### src/design/six_bit_symbol_codec_core_defines.svh
// Assertion macros shared by the six-bit symbol codec RTL.
// Depends on nothing; every user must have clk and rst_n in scope.
`ifndef SIX_BIT_SYMBOL_CODEC_CORE_DEFINES_SVH
`define SIX_BIT_SYMBOL_CODEC_CORE_DEFINES_SVH

// Same-cycle implication, disabled while reset is asserted.
`define SCB_ASSERT_NOW(label, ante, cons, msg) \
  label: assert property (@(posedge clk) disable iff (!rst_n) (ante) |-> (cons)) \
    else $error(msg);

// Next-cycle implication, disabled while reset is asserted.
`define SCB_ASSERT_NEXT(label, ante, cons, msg) \
  label: assert property (@(posedge clk) disable iff (!rst_n) (ante) |=> (cons)) \
    else $error(msg);

`endif

### src/design/scb_pkg.sv
// Shared types, constants and alphabet functions of the six-bit symbol codec.
// No dependencies; imported by every module of the block.
package scb_pkg;

  localparam int ACC_W      = 24;
  localparam int HELD_W     = 5;
  localparam int CFG_ADDR_W = 3;

  // Register index carried in paddr[2].
  localparam logic REG_MODE = 1'b0;

  // Direction codes of the mode register.
  localparam logic MODE_ENCODE = 1'b0;
  localparam logic MODE_DECODE = 1'b1;

  // Character 0 of the alphabet sits in the most significant byte.
  localparam logic [8*64-1:0] ALPHABET =
    "abcdefghijkmnopqrstuvwxyzABCDEFGHJKLMNPQRSTUVWXYZ23456789-+*/$%&";

  typedef struct packed {
    logic [7:0] value;
    logic [3:0] checksum;
  } scb_in_t;

  typedef struct packed {
    logic [7:0] result_value;
    logic       is_checksum;
    logic       last;
    logic       error;
  } scb_out_t;

  typedef enum logic [1:0] {
    KIND_ENC      = 2'd0,
    KIND_DEC_SYM  = 2'd1,
    KIND_DEC_ERR  = 2'd2,
    KIND_DEC_SKIP = 2'd3
  } scb_kind_t;

  // One classified word on its way from the front end to the back end.
  typedef struct packed {
    scb_kind_t   kind;
    logic        is_final;
    logic [11:0] bits;
  } scb_entry_t;

  function automatic logic [7:0] alpha_char(input logic [5:0] idx);
    return ALPHABET[8*(63-int'(idx)) +: 8];
  endfunction

  // Returns {hit, symbol}; the characters are unique, so the matches are ORed.
  function automatic logic [6:0] sym_lookup(input logic [7:0] ch);
    logic       hit;
    logic [5:0] idx;
    hit = 1'b0;
    idx = '0;
    for (int i = 0; i < 64; i++) begin
      if (ALPHABET[8*(63-i) +: 8] == ch) begin
        hit = 1'b1;
        idx = idx | 6'(i);
      end
    end
    return {hit, idx};
  endfunction

endpackage

### src/design/scb_fifo.sv
// Small register queue between the front end and the back end.
// Depends on scb_pkg for the entry type and on the assertion macro header.
`include "six_bit_symbol_codec_core_defines.svh"

module scb_fifo #(
  parameter int DEPTH = 4
) (
  input  logic                clk,
  input  logic                rst_n,
  input  logic                push,
  input  scb_pkg::scb_entry_t push_entry,
  output logic                full,
  input  logic                pop,
  output logic                pop_valid,
  output scb_pkg::scb_entry_t pop_entry
);
  import scb_pkg::*;

  localparam int PTR_W = (DEPTH > 1) ? $clog2(DEPTH) : 1;
  localparam int CNT_W = $clog2(DEPTH + 1);

  scb_entry_t       mem_r [DEPTH];
  logic [PTR_W-1:0] wr_ptr_r, wr_ptr_nxt;
  logic [PTR_W-1:0] rd_ptr_r, rd_ptr_nxt;
  logic [CNT_W-1:0] count_r, count_nxt;

  assign full      = (count_r == CNT_W'(DEPTH));
  assign pop_valid = (count_r != '0);
  assign pop_entry = mem_r[rd_ptr_r];

  always_comb begin
    wr_ptr_nxt = wr_ptr_r;
    rd_ptr_nxt = rd_ptr_r;
    count_nxt  = count_r;
    if (push) begin
      wr_ptr_nxt = (wr_ptr_r == PTR_W'(DEPTH - 1)) ? '0 : wr_ptr_r + 1'b1;
    end
    if (pop) begin
      rd_ptr_nxt = (rd_ptr_r == PTR_W'(DEPTH - 1)) ? '0 : rd_ptr_r + 1'b1;
    end
    if (push && !pop) begin
      count_nxt = count_r + 1'b1;
    end else if (pop && !push) begin
      count_nxt = count_r - 1'b1;
    end
  end

  always_ff @(posedge clk) begin
    if (!rst_n) begin
      wr_ptr_r <= '0;
      rd_ptr_r <= '0;
      count_r  <= '0;
    end else begin
      wr_ptr_r <= wr_ptr_nxt;
      rd_ptr_r <= rd_ptr_nxt;
      count_r  <= count_nxt;
    end
  end

  always_ff @(posedge clk) begin
    if (push) begin
      mem_r[wr_ptr_r] <= push_entry;
    end
  end

  `SCB_ASSERT_NEXT(a_fifo_fill, push && !pop, count_r == $past(count_r) + 1'b1, "queue fill count did not rise on a lone push")

endmodule

### src/design/scb_front.sv
// Front end: takes input words, tracks the barcode position and classifies each word.
// Depends on scb_pkg for types and the alphabet lookup, and on the assertion macros.
`include "six_bit_symbol_codec_core_defines.svh"

module scb_front #(
  parameter int DATA_BYTES    = 8,
  parameter int CHECKSUM_BITS = 4,
  parameter int SYMBOL_COUNT  = 12
) (
  input  logic                clk,
  input  logic                rst_n,
  input  logic                mode,
  input  logic                cfg_clear,
  input  logic                in_valid,
  input  scb_pkg::scb_in_t    in_data,
  output logic                in_ready,
  input  logic                fifo_full,
  output logic                push,
  output scb_pkg::scb_entry_t push_entry
);
  import scb_pkg::*;

  localparam int MAX_N = (DATA_BYTES > SYMBOL_COUNT) ? DATA_BYTES : SYMBOL_COUNT;
  localparam int CNT_W = $clog2(MAX_N + 1);
  localparam logic [3:0] CHK_MASK = 4'((1 << CHECKSUM_BITS) - 1);

  logic [CNT_W-1:0] item_count_r, item_count_nxt;
  logic             discarding_r, discarding_nxt;
  logic             is_final;
  logic [6:0]       lookup;

  assign in_ready = !fifo_full;
  assign push     = in_valid && in_ready;
  assign lookup   = sym_lookup(in_data.value);
  assign is_final = (mode == MODE_DECODE) ? (item_count_r >= CNT_W'(SYMBOL_COUNT - 1))
                                          : (item_count_r >= CNT_W'(DATA_BYTES - 1));

  always_comb begin
    push_entry.is_final = is_final;
    push_entry.bits     = '0;
    if (mode == MODE_ENCODE) begin
      push_entry.kind = KIND_ENC;
      push_entry.bits = {(is_final ? (in_data.checksum & CHK_MASK) : 4'd0), in_data.value};
    end else if (discarding_r) begin
      push_entry.kind = KIND_DEC_SKIP;
    end else if (!lookup[6]) begin
      push_entry.kind = KIND_DEC_ERR;
    end else begin
      push_entry.kind = KIND_DEC_SYM;
      push_entry.bits = {6'd0, lookup[5:0]};
    end
  end

  always_comb begin
    item_count_nxt = item_count_r;
    discarding_nxt = discarding_r;
    if (cfg_clear) begin
      item_count_nxt = '0;
      discarding_nxt = 1'b0;
    end else if (push) begin
      if (is_final) begin
        item_count_nxt = '0;
        discarding_nxt = 1'b0;
      end else begin
        item_count_nxt = item_count_r + 1'b1;
        if (push_entry.kind == KIND_DEC_ERR) begin
          discarding_nxt = 1'b1;
        end
      end
    end
  end

  always_ff @(posedge clk) begin
    if (!rst_n) begin
      item_count_r <= '0;
      discarding_r <= 1'b0;
    end else begin
      item_count_r <= item_count_nxt;
      discarding_r <= discarding_nxt;
    end
  end

  `SCB_ASSERT_NOW(a_front_discard_mode, mode == MODE_ENCODE, !discarding_r, "discarding set while encoding")
  `SCB_ASSERT_NEXT(a_front_final_wrap, push && is_final, item_count_r == '0, "position not cleared after the final word")

endmodule

### src/design/scb_back.sv
// Back end: holds the bit accumulator and emits one result word per cycle unless out_ready stalls it.
// Depends on scb_pkg for types and the alphabet table, and on the assertion macros.
`include "six_bit_symbol_codec_core_defines.svh"

module scb_back #(
  parameter int DATA_BYTES    = 8,
  parameter int CHECKSUM_BITS = 4
) (
  input  logic                clk,
  input  logic                rst_n,
  input  logic                cfg_clear,
  input  logic                pop_valid,
  input  scb_pkg::scb_entry_t pop_entry,
  output logic                pop,
  output logic                out_valid,
  input  logic                out_ready,
  output scb_pkg::scb_out_t   out_data
);
  import scb_pkg::*;

  localparam int BOUT_W = $clog2(DATA_BYTES + 1);
  localparam logic [7:0] CMASK = 8'((1 << CHECKSUM_BITS) - 1);

  typedef struct packed {
    logic [ACC_W-1:0]  acc;
    logic [HELD_W-1:0] held;
    logic [BOUT_W-1:0] bout;
    logic              tail;
  } work_t;

  work_t     work_r, work_nxt;
  logic      cur_vld_r, cur_vld_nxt;
  scb_kind_t cur_kind_r, cur_kind_nxt;
  logic      cur_final_r, cur_final_nxt;
  logic      out_valid_r, out_valid_nxt;
  scb_out_t  out_data_r, out_data_nxt;

  work_t    w_e, w_f;
  scb_out_t res;
  logic     slot_free, pend_pre, pend_post, emit, finish;

  function automatic logic pending(input work_t w, input scb_kind_t k, input logic fin);
    logic p;
    case (k)
      KIND_ENC:     p = (w.held >= HELD_W'(6)) || (fin && (w.held != '0));
      KIND_DEC_SYM: p = ((w.held >= HELD_W'(8)) && (w.bout < BOUT_W'(DATA_BYTES))) || w.tail;
      KIND_DEC_ERR: p = w.tail;
      default:      p = 1'b0;
    endcase
    return p;
  endfunction

  assign slot_free = !out_valid_r || out_ready;
  assign pend_pre  = cur_vld_r && pending(work_r, cur_kind_r, cur_final_r);
  assign emit      = pend_pre && slot_free;

  // Result of the current word and the accumulator left behind by it.
  always_comb begin
    w_e = work_r;
    res = '0;
    if (emit) begin
      case (cur_kind_r)
        KIND_ENC: begin
          res.result_value = alpha_char(work_r.acc[5:0]);
          w_e.acc = work_r.acc >> 6;
          if (work_r.held >= HELD_W'(6)) begin
            res.last = cur_final_r && (work_r.held == HELD_W'(6));
            w_e.held = work_r.held - HELD_W'(6);
          end else begin
            res.last = 1'b1;
            w_e.held = '0;
          end
        end
        KIND_DEC_SYM: begin
          if ((work_r.held >= HELD_W'(8)) && (work_r.bout < BOUT_W'(DATA_BYTES))) begin
            res.result_value = work_r.acc[7:0];
            w_e.acc  = work_r.acc >> 8;
            w_e.held = work_r.held - HELD_W'(8);
            w_e.bout = work_r.bout + 1'b1;
          end else begin
            res.result_value = work_r.acc[7:0] & CMASK;
            res.is_checksum  = 1'b1;
            res.last         = 1'b1;
            w_e.tail         = 1'b0;
          end
        end
        KIND_DEC_ERR: begin
          res.last  = 1'b1;
          res.error = 1'b1;
          w_e.tail  = 1'b0;
        end
        default: begin
          w_e = work_r;
        end
      endcase
    end
  end

  assign pend_post = cur_vld_r && pending(w_e, cur_kind_r, cur_final_r);
  assign finish    = cur_vld_r && !pend_post;
  assign w_f       = (finish && cur_final_r) ? work_t'('0) : w_e;
  assign pop       = !pend_post && pop_valid;

  // The next word merges into the accumulator in the cycle its predecessor ends.
  always_comb begin
    work_nxt      = w_f;
    cur_vld_nxt   = finish ? 1'b0 : cur_vld_r;
    cur_kind_nxt  = cur_kind_r;
    cur_final_nxt = cur_final_r;
    if (pop) begin
      cur_vld_nxt   = 1'b1;
      cur_kind_nxt  = pop_entry.kind;
      cur_final_nxt = pop_entry.is_final;
      case (pop_entry.kind)
        KIND_ENC: begin
          work_nxt.acc  = w_f.acc | (ACC_W'(pop_entry.bits) << w_f.held);
          work_nxt.held = w_f.held + (pop_entry.is_final ? HELD_W'(8 + CHECKSUM_BITS)
                                                         : HELD_W'(8));
          work_nxt.tail = 1'b0;
        end
        KIND_DEC_SYM: begin
          if (w_f.held <= HELD_W'(18)) begin
            work_nxt.acc  = w_f.acc | (ACC_W'(pop_entry.bits[5:0]) << w_f.held);
            work_nxt.held = w_f.held + HELD_W'(6);
          end
          work_nxt.tail = pop_entry.is_final;
        end
        KIND_DEC_ERR: begin
          work_nxt.tail = 1'b1;
        end
        default: begin
          work_nxt.tail = 1'b0;
        end
      endcase
    end
    if (cfg_clear) begin
      work_nxt = '0;
    end
  end

  always_comb begin
    out_valid_nxt = out_valid_r;
    out_data_nxt  = out_data_r;
    if (emit) begin
      out_valid_nxt = 1'b1;
      out_data_nxt  = res;
    end else if (out_ready) begin
      out_valid_nxt = 1'b0;
    end
  end

  always_ff @(posedge clk) begin
    if (!rst_n) begin
      work_r      <= '0;
      cur_vld_r   <= 1'b0;
      cur_kind_r  <= KIND_ENC;
      cur_final_r <= 1'b0;
      out_valid_r <= 1'b0;
    end else begin
      work_r      <= work_nxt;
      cur_vld_r   <= cur_vld_nxt;
      cur_kind_r  <= cur_kind_nxt;
      cur_final_r <= cur_final_nxt;
      out_valid_r <= out_valid_nxt;
    end
  end

  always_ff @(posedge clk) begin
    out_data_r <= out_data_nxt;
  end

  assign out_valid = out_valid_r;
  assign out_data  = out_data_r;

  `SCB_ASSERT_NEXT(a_back_err_word, emit && (cur_kind_r == KIND_DEC_ERR), out_valid_r && out_data_r.error && out_data_r.last, "error word not presented as a final error result")
  `SCB_ASSERT_NOW(a_back_enc_leftover, pop && (pop_entry.kind == KIND_ENC), w_f.held < HELD_W'(6), "full symbol left behind before the next byte")

endmodule

### src/design/six_bit_symbol_codec_core.sv
// Top level of the six-bit symbol codec: configuration register and module wiring.
// Depends on scb_pkg, scb_front, scb_fifo and scb_back.
//
//   Channel   Direction  Handshake               Word
//   in_*      sink       in_valid / in_ready     scb_in_t  (value, checksum)
//   out_*     source     out_valid / out_ready   scb_out_t (result_value, is_checksum,
//                                                           last, error)
//   APB       slave      psel, penable, pready   32-bit register, mode at offset 0
//
// The back end emits one result word at a time and holds each word until all of its
// results are out: an encoded byte other than the last yields 1 or 2 symbols, the
// final byte 2 or 3; a decoded character yields at most one byte, the final one also
// a checksum word, and a foreign character an error word instead.
// The front end accepts a word every cycle while the four-entry queue has room.
// Reset is synchronous and active low; it clears the queue, the barcode position
// and the accumulator and selects encoding. There is no clearing pass.
// A stall on out_ready holds the back end; the front end keeps filling the queue.
module six_bit_symbol_codec_core #(
  parameter int DATA_BYTES    = 8,
  parameter int CHECKSUM_BITS = 4,
  parameter int SYMBOL_COUNT  = 12,
  parameter int QUEUE_DEPTH   = 4
) (
  input  logic                                clk,
  input  logic                                rst_n,
  input  logic                                in_valid,
  output logic                                in_ready,
  input  scb_pkg::scb_in_t                    in_data,
  output logic                                out_valid,
  input  logic                                out_ready,
  output scb_pkg::scb_out_t                   out_data,
  input  logic                                psel,
  input  logic                                penable,
  input  logic                                pwrite,
  input  logic [scb_pkg::CFG_ADDR_W-1:0]      paddr,
  input  logic [31:0]                         pwdata,
  output logic [31:0]                         prdata,
  output logic                                pready
);
  import scb_pkg::*;

  logic       mode_r, mode_nxt;
  logic       mode_write;
  logic       fifo_full, push, pop, pop_valid;
  scb_entry_t push_entry, pop_entry;

  // The register file is a single bit; pready never stalls the bus.
  assign pready     = 1'b1;
  assign mode_write = psel && penable && pwrite && (paddr[2] == REG_MODE);
  assign prdata     = (paddr[2] == REG_MODE) ? {31'd0, mode_r} : 32'd0;

  // Every write of mode restarts the barcode in both halves of the datapath.
  always_comb begin
    mode_nxt = mode_r;
    if (mode_write) begin
      mode_nxt = pwdata[0];
    end
  end

  always_ff @(posedge clk) begin
    if (!rst_n) begin
      mode_r <= MODE_ENCODE;
    end else begin
      mode_r <= mode_nxt;
    end
  end

  scb_front #(
    .DATA_BYTES    (DATA_BYTES),
    .CHECKSUM_BITS (CHECKSUM_BITS),
    .SYMBOL_COUNT  (SYMBOL_COUNT)
  ) u_front (
    .clk        (clk),
    .rst_n      (rst_n),
    .mode       (mode_r),
    .cfg_clear  (mode_write),
    .in_valid   (in_valid),
    .in_data    (in_data),
    .in_ready   (in_ready),
    .fifo_full  (fifo_full),
    .push       (push),
    .push_entry (push_entry)
  );

  scb_fifo #(
    .DEPTH (QUEUE_DEPTH)
  ) u_fifo (
    .clk        (clk),
    .rst_n      (rst_n),
    .push       (push),
    .push_entry (push_entry),
    .full       (fifo_full),
    .pop        (pop),
    .pop_valid  (pop_valid),
    .pop_entry  (pop_entry)
  );

  scb_back #(
    .DATA_BYTES    (DATA_BYTES),
    .CHECKSUM_BITS (CHECKSUM_BITS)
  ) u_back (
    .clk       (clk),
    .rst_n     (rst_n),
    .cfg_clear (mode_write),
    .pop_valid (pop_valid),
    .pop_entry (pop_entry),
    .pop       (pop),
    .out_valid (out_valid),
    .out_ready (out_ready),
    .out_data  (out_data)
  );

endmodule

### config.mk
export PLATFORM = sky130hd
export DESIGN_NAME = six_bit_symbol_codec_core
export DESIGN_NICKNAME = d
export VERILOG_FILES = /design/src/design/scb_pkg.sv /design/src/design/scb_fifo.sv /design/src/design/scb_front.sv /design/src/design/scb_back.sv /design/src/design/six_bit_symbol_codec_core.sv
export VERILOG_INCLUDE_DIRS = /design/src /design/src/design
export SDC_FILE = /design/constraint.sdc
export NUM_CORES = 1
export LEC_CHECK = 0
export BUFFER_PORTS_ARGS = -buffer_cell sky130_fd_sc_hd__buf_2
export CELL_PAD_IN_SITES_DETAIL_PLACEMENT = 2
export CELL_PAD_IN_SITES_GLOBAL_PLACEMENT = 2
export CORE_UTILIZATION = 40
export DETAILED_ROUTE_END_ITERATION = 8
export PLACE_DENSITY_LB_ADDON = 0.1
export SLEW_MARGIN = 40
export SYNTH_ARGS = -nofsm -noshare
export SYNTH_HDL_FRONTEND = slang
export SYNTH_SLANG_ARGS = --single-unit
export TNS_END_PERCENT = 100
### constraint.sdc
create_clock -name clk -period 11.9 [get_ports clk]
set_clock_uncertainty 0.05 [all_clocks]
set_input_delay 0 -clock clk [delete_from_list [all_inputs] [get_ports clk]]
set_output_delay 0 -clock clk [all_outputs]
set_load 0.1 [all_outputs]
# --- After elaboration in Yosys (flattened, before gate mapping) ---
# Memory sizes are Yosys's and may differ from the RTL's. A register that Yosys moved wholly into a read port is not among the register bits.
# Index checks and enable logic that the tools add are counted.
op_classes:
  add_sub_neg: 11
  magnitude_cmp: 9
  n_eq_ne: 73
  shifts: 3
  n_mux: 216
  bitwise_logic: 4
  n_reduce_logical: 40
op_table:
  columns: ["operator", "count"]
  rows:
  - ["$shiftx A512 B32 Y8 const A", 1]
  - ["$eq A7 B8 Y1 const A", 49]
  - ["$mux W6", 33]
  - ["$mux W29", 6]
  - ["$eq A6 B8 Y1 const A", 15]
  - ["$pmux W29 S2", 2]
  - ["$mux W33", 3]
  - ["$mux W1", 97]
  - ["$mux W5", 19]
  - ["$mux W34", 2]
  - ["$mux W4", 16]
  - ["$mux W12", 5]
  - ["$or A24 B24 Y24", 2]
  - ["$mux W8", 4]
  - ["$mux W2", 15]
  - ["$mux W3", 8]
  - ["$shl A12 B5 Y24", 1]
  - ["$shl A6 B5 Y24", 1]
  - ["$logic_and A1 B1 Y1", 17]
  - ["$pmux W8 S2", 1]
  - ["$eq A2 B2 Y1 const B", 5]
  - ["$ge A5 B3 Y1 const B", 2]
  - ["$ge A5 B4 Y1 const B", 2]
  - ["$reduce_bool A5 Y1", 2]
  - ["27 further kinds", 48]
totals:
  ff_bits: 63
  ramBits: 60
  inputBits: 54
  output_inout_bits: 46
  n_memories: 1
memory_table:
  columns: ["name", "words", "width", "rd", "rd_ports_with_merged_regs", "wr", "line_no", "rtl"]
  rows:
  - ["u_fifo.mem_r", 4, 15, 1, 1, 1, "scb_fifo.sv:22", "scb_entry_t mem_r [DEPTH];"]

# --- Longest topological paths before layout ---
logic_depth:
  depth_word: 81
  mapped_depth: 21
  depth_no_buf: 18

# --- Hierarchy ---
# A second synthesis with hierarchy kept.
unflattened:
  cells_unflattened: 1012
  area_unflattened_um2: 9195.1
modules_own_cells:
  columns: ["mod", "n_inst", "cells_per_inst", "area_each_um2"]
  rows:
  - ["scb_back", 1, 631, 4789.6]
  - ["scb_fifo", 1, 122, 2653.8]
  - ["scb_front", 1, 219, 1446.4]
  - ["six_bit_symbol_codec_core", 1, 40, 305.3]

# --- Worst setup path after synthesis ---
# No wires, ideal clock.
synth_path:
  path_kind: "reg-to-reg"
  start: "register u_back.cur_kind_r[1]"
  end: "register u_fifo.count_r[2]"
  setup_ns: 0.076
  arrival_ns: 4.276
  required_ns: 11.774
  slack_ns: 7.498
  path_stages_with_launch: 20
  period_less_slack_ns: 4.402
  cell_sequence: "dfxtp_1 > inv_1 > ha_1 > clkbuf_1 > o21ai_1 > o21ai_1 > o41ai_4 > inv_2 > a31o_2 > a21oi_2 > o21ai_1 > nor2b_1 > inv_2 > buf_1 > ha_1 > inv_1 > fa_1 > xor2_1 > or3_1 > a21boi_0"
synth_between:
  elab_chain_cells: 15
synth_rtl:
  columns: ["item", "line_no", "rtl"]
  rows:
  - ["from (decl)", "scb_back.sv:33", "scb_kind_t cur_kind_r, cur_kind_nxt;"]
  - ["from (signal assigned)", "scb_back.sv:162", "cur_kind_r <= cur_kind_nxt;"]
  - ["$eq A2 B2 Y1, or another cell as far along", "scb_back.sv:44", "case (k)"]
  - ["$pmux W1 S3 *", "scb_back.sv:44", null]
  - ["$logic_and A1 B1 Y1 *", "scb_back.sv:54", "assign pend_pre = cur_vld_r && pending(work_r, cur_kind_r, cur_final_r);"]
  - ["$logic_and A1 B1 Y1 *", "scb_back.sv:55", "assign emit = pend_pre && slot_free;"]
  - ["via u_back.emit", "scb_back.sv:40", "logic slot_free, pend_pre, pend_post, emit, finish;"]
  - ["$mux W34 *", "scb_back.sv:61", "if (emit) begin"]
  - ["$ge A5 B4 Y1, or another cell as far along", "scb_back.sv:46", "KIND_DEC_SYM: p = ((w.held >= HELD_W'(8)) && (w.bout < BOUT_W'(DATA_BYTES))) || w.tail;"]
  - ["$logic_and A1 B1 Y1, on equally long branches", "scb_back.sv:46, scb_back.sv:45", null]
  - ["$logic_or A1 B1 Y1, on equally long branches", "scb_back.sv:46, scb_back.sv:45", null]
  - ["$pmux W1 S3 *", "scb_back.sv:44", null]
  - ["$logic_and A1 B1 Y1 *", "scb_back.sv:99", "assign pend_post = cur_vld_r && pending(w_e, cur_kind_r, cur_final_r);"]
  - ["$logic_not A1 Y1 *", "scb_back.sv:102", "assign pop = !pend_post && pop_valid;"]
  - ["$logic_and A1 B1 Y1 *", "scb_back.sv:102", null]
  - ["$logic_not A1 Y1", "scb_fifo.sv:41", "if (push && !pop) begin"]
  - ["$logic_and A1 B1 Y1", "scb_fifo.sv:41", null]
  - ["$mux W3 / $reduce_bool A2 Y1 (equally long branches)", null, null]
  - ["to (signal assigned)", "scb_fifo.sv:56", "count_r <= count_nxt;"]
  - ["to (decl)", "scb_fifo.sv:25", "logic [CNT_W-1:0] count_r, count_nxt;"]
# The timed path passes the listed nets; every way through them passes the cells marked *. The select of a mux whose other input is x is not followed.
# A chain may end at the register's enable or synchronous reset.

# --- Final worst setup path ---
layout_path:
  start: "register u_back.work_r[6] (netlist bit)"
  end: "register u_fifo.count_r[2]"
layout_between:
  elab_chain_cells: 18
layout_rtl:
  columns: ["item", "line_no", "rtl"]
  rows:
  - ["from (decl)", "scb_back.sv:31", "work_t work_r, work_nxt;"]
  - ["from (signal assigned)", "scb_back.sv:160", "work_r <= work_nxt;"]
  - ["$ge A5 B4 Y1", "scb_back.sv:46, scb_back.sv:75", null]
  - ["$logic_and A1 B1 Y1", "scb_back.sv:46, scb_back.sv:75", null]
  - ["$mux W33", "scb_back.sv:75", "if ((work_r.held >= HELD_W'(8)) && (work_r.bout < BOUT_W'(DATA_BYTES))) begin"]
  - ["$mux W33", "scb_back.sv:62", "case (cur_kind_r)"]
  - ["$mux W33", "scb_back.sv:61", null]
  - ["$pmux W29 S2 / $mux W4 (equally long branches)", "scb_back.sv:62", null]
  - ["$mux W29 / $mux W4 (equally long branches)", "scb_back.sv:61", null]
  - ["$mux W34 *", "scb_back.sv:61", null]
  - ["[2 not listed]", null, null]
  - ["$logic_or A1 B1 Y1, on equally long branches", "scb_back.sv:46, scb_back.sv:45", null]
  - ["$pmux W1 S3 *", "scb_back.sv:44", null]
  - ["$logic_and A1 B1 Y1 *", "scb_back.sv:99", null]
  - ["$logic_not A1 Y1 *", "scb_back.sv:102", null]
  - ["$logic_and A1 B1 Y1 *", "scb_back.sv:102", null]
  - ["$logic_not A1 Y1", "scb_fifo.sv:41", null]
  - ["$logic_and A1 B1 Y1", "scb_fifo.sv:41", null]
  - ["$mux W3 / $reduce_bool A2 Y1 (equally long branches)", null, null]
# Every way passes the cells marked *; elsewhere a longest branch is shown, timed or not. The select of a mux whose other input is x is not followed.

==> flow_summary.toml <==
[cts]
holdBufCountCts = 7
root_buffer = "clkbuf_16"
cts_buffers = 17
postCtsSetupBuffers = 0
clkSlewWorstSetupHoldPaths_ns = 0.06
cts_resized = 0
cts.path.max_buffers = 2
h-tree-depth = 4
clock-sinks = 125
cts_tree = "done"
insertion_delay_ns = 0.44

[setup_path]
critPathMaxFanout = 21
rrSetupSlack_ns = 6.20
critical_path_arrival_ns = 6.01
r2r.worst_path.cells = 18
startpoint_type = "flop"
required_ns = 12.21
end_kind = "flop"
critical_path_class = "reg -> reg"

[route]
dr.pass1.iters = 5
vias = 8047
post_drt_wl_per_cell_um = 25.7
drc = 0
wl_um = 32700
drtIter0Drc = 408
viasPerCell = 6.32
antenna_left = 0

[timing]
hold_slack_ns = 0.0218
finalHoldViolCount = 0
max_freq_mhz = 175
slew_violations = 0
finalCritPeriodShare_pct = 47.9
setup_viol = 0
rsz0062_at_grt = "false"
slew_headroom_pct = 46.6
tightest_slew_ns = 0.792
period_needed_ns = 5.70
setup_tns_ns = 0

[yosys]
synth-async-reset-ratio_pct = 0
syn_inst = 972
synth-edff-count = 71
synth_seq_cells = 125
yosys_warnings = 0
synth_cell_types = 95
yosysTopAreaCell = "edfxtp_1"
synth_top_area_share_pct = 24.7
synth-main-ff-cell = "edfxtp_1"
syn_area_per_cell_um2 = 8.88
synth_area_leaders = "edfxtp_1 25%, dfxtp_1 13%, nand2_1 4.5%"
yosysSeqAreaShare_pct = 37.2
syn_area_um2 = 8630

[place]
place.port_buffers = 34
dp_hpwl_um = 23200
placed_cells = 1235
gp_congestion = 0.879

[finish]
layout_common_cells = "104 x nand2_1, 90 x nor2_1, 76 x a21oi_1"
final_common_cell = "nand2_1"
n_antenna_cell = 0
drive_above_1_share_pct = 13.5
num-nets-final = 1072
area_delta_synth_final_pct = 10.1
final_cells = 1274
nFillCells = 2357
seq_area_um2 = 3210
fin_util_pct = 45.1
multiInputGateArea_um2 = 4940

[power_and_ir_drop]
p_leak_nw = 3.48
power_mw = 2.62
powerDensity_nw_per_um2 = 275
max-vdd-ir-drop_mv = 0.104

[grt]
grt_pass1_vias = 8301
gr-total-overflow = 0
antenna_found_initial = 0
grt_pass1_wl_um = 50200
grt_max_degree = 36
grt_usage_pct = 30.4

[floorplan]
core_um2 = 21100
floorplan.initialDensity_pct = 40.9
fp-row-count = 53
die_y_um = 149
fp.dieArea_um2 = 22200
fp.dieW_um = 149
ios = 100

[outcome]
status = "completed"

[worst_hold_path]
min_path_cells = 2
min_path_type = "in -> reg"

[job]
drv_cap = 0
-- logic make-up after synthesis --
kind of cell | share of synthesized area, %
AND/OR/NAND/NOR | 18.2
AO/OA/AOI/OAI | 24.8
buffers and inverters | 7.09
flip-flops | 37.2
multiplexers | 6.84
adder cells (fa/ha/maj) | 4.84
XOR/XNOR | 0.913
other | 0.0870
-- synth_stat cells, types with 11 or more instances --
| cell | n |
|---|---|
| dfxtp_1 | 54 |
| edfxtp_1 | 71 |
| a22oi_1 | 19 |
| inv_1 | 33 |
| a21oi_1 | 76 |
| nor2_1 | 90 |
| a32oi_1 | 11 |
| ha_1 | 31 |
| nand2_1 | 104 |
| a31oi_1 | 16 |
| clkbuf_1 | 42 |
| o21ai_0 | 54 |
| buf_4 | 32 |
| nor2b_1 | 18 |
| mux4_2 | 16 |
| and3_1 | 15 |
| nor3_1 | 31 |
| nand3_1 | 20 |
| o22ai_1 | 12 |
| mux2i_1 | 16 |
-- through the flow --
| step | instance area [µm²] | setup slack [ns] |
|---|---|---|
| 2_1_floorplan | 8750 | 7.50 |
| 3_3_place_gp | 8880 | 6.61 |
| 3_5_place_dp | 8900 | 6.47 |
| 4_1_cts | 9510 | 6.26 |
| 5_1_grt | 9510 | 5.90 |
| 6_report | 9510 | 6.20 |
-- registers in the layout (all words and copies together), names as in the netlist, 2 cells and up, named ones only --
name / flops
u_fifo.wr_ptr_r: 2
u_back.cur_kind_r: 2
u_fifo.rd_ptr_r: 2
u_front.item_count_r: 4
u_back.work_r: 31
u_fifo.mem_r: 60
u_back.out_data: 11
u_fifo.count_r: 3
-- report_power, final --
| group | internal, mW | total (mW) | switching (mW) |
|---|---|---|---|
| combinational | 0.447 | 1.48 | 1.04 |
| sequential | 0.532 | 0.646 | 0.114 |
| clock | 0.269 | 0.488 | 0.219 |
| total | 1.25 | 2.62 | 1.37 |
-- worst max-delay path, stage by stage (launching register included) --
cell and delay [ns]:
dfxtp_1 0.62, inv_1 0.18, ha_1 0.27, nand3b_1 0.15
a21boi_2 0.07, buf_4 0.23, nor4_4 0.65, a211oi_1 0.28
o31ai_4 0.61, o21ai_1 0.21, nor2b_1 0.22, buf_4 0.24
inv_2 0.35, ha_1 0.27, inv_1 0.07, fa_1 0.43
xor2_1 0.18, or3_1 0.31, a21boi_0 0.17
-- final timing paths --
kind | from | end
setup / recovery | u_back.work_r[6]$_SDFF_PP0_ | u_fifo.count_r[2]$_SDFFE_PN0P_
hold / removal | in_data[11] | u_fifo.mem_r[1][7]$_DFFE_PP_
setup reg to reg | u_back.work_r[6]$_SDFF_PP0_ | u_fifo.count_r[2]$_SDFFE_PN0P_
hold reg to reg | u_back.work_r[28]$_SDFF_PP0_ | u_back.work_r[28]$_SDFF_PP0_
-- layer usage --
layer,part of all wire [%],GRT usage (%),wire length (µm),up-vias
li1,-,-,-,3607
met1,44,38.5,14400,4139
met2,48,50.4,15700,229
met3,4.5,5.84,1480,72
met4,3.4,13.0,1110,0
met5,0,0,0,-
-- layout make-up --
class                           count  area share [%]
Tap cell                          275            3.62
Sequential cell                   125            33.8
Multi-Input combinational cell    751            51.9
Clock inverter                     14            1.16
Clock buffer                       18            4.51
Timing Repair Buffer               53            3.47
Inverter                           38            1.50
No activity file was read; power rests on OpenSTA's default activity.
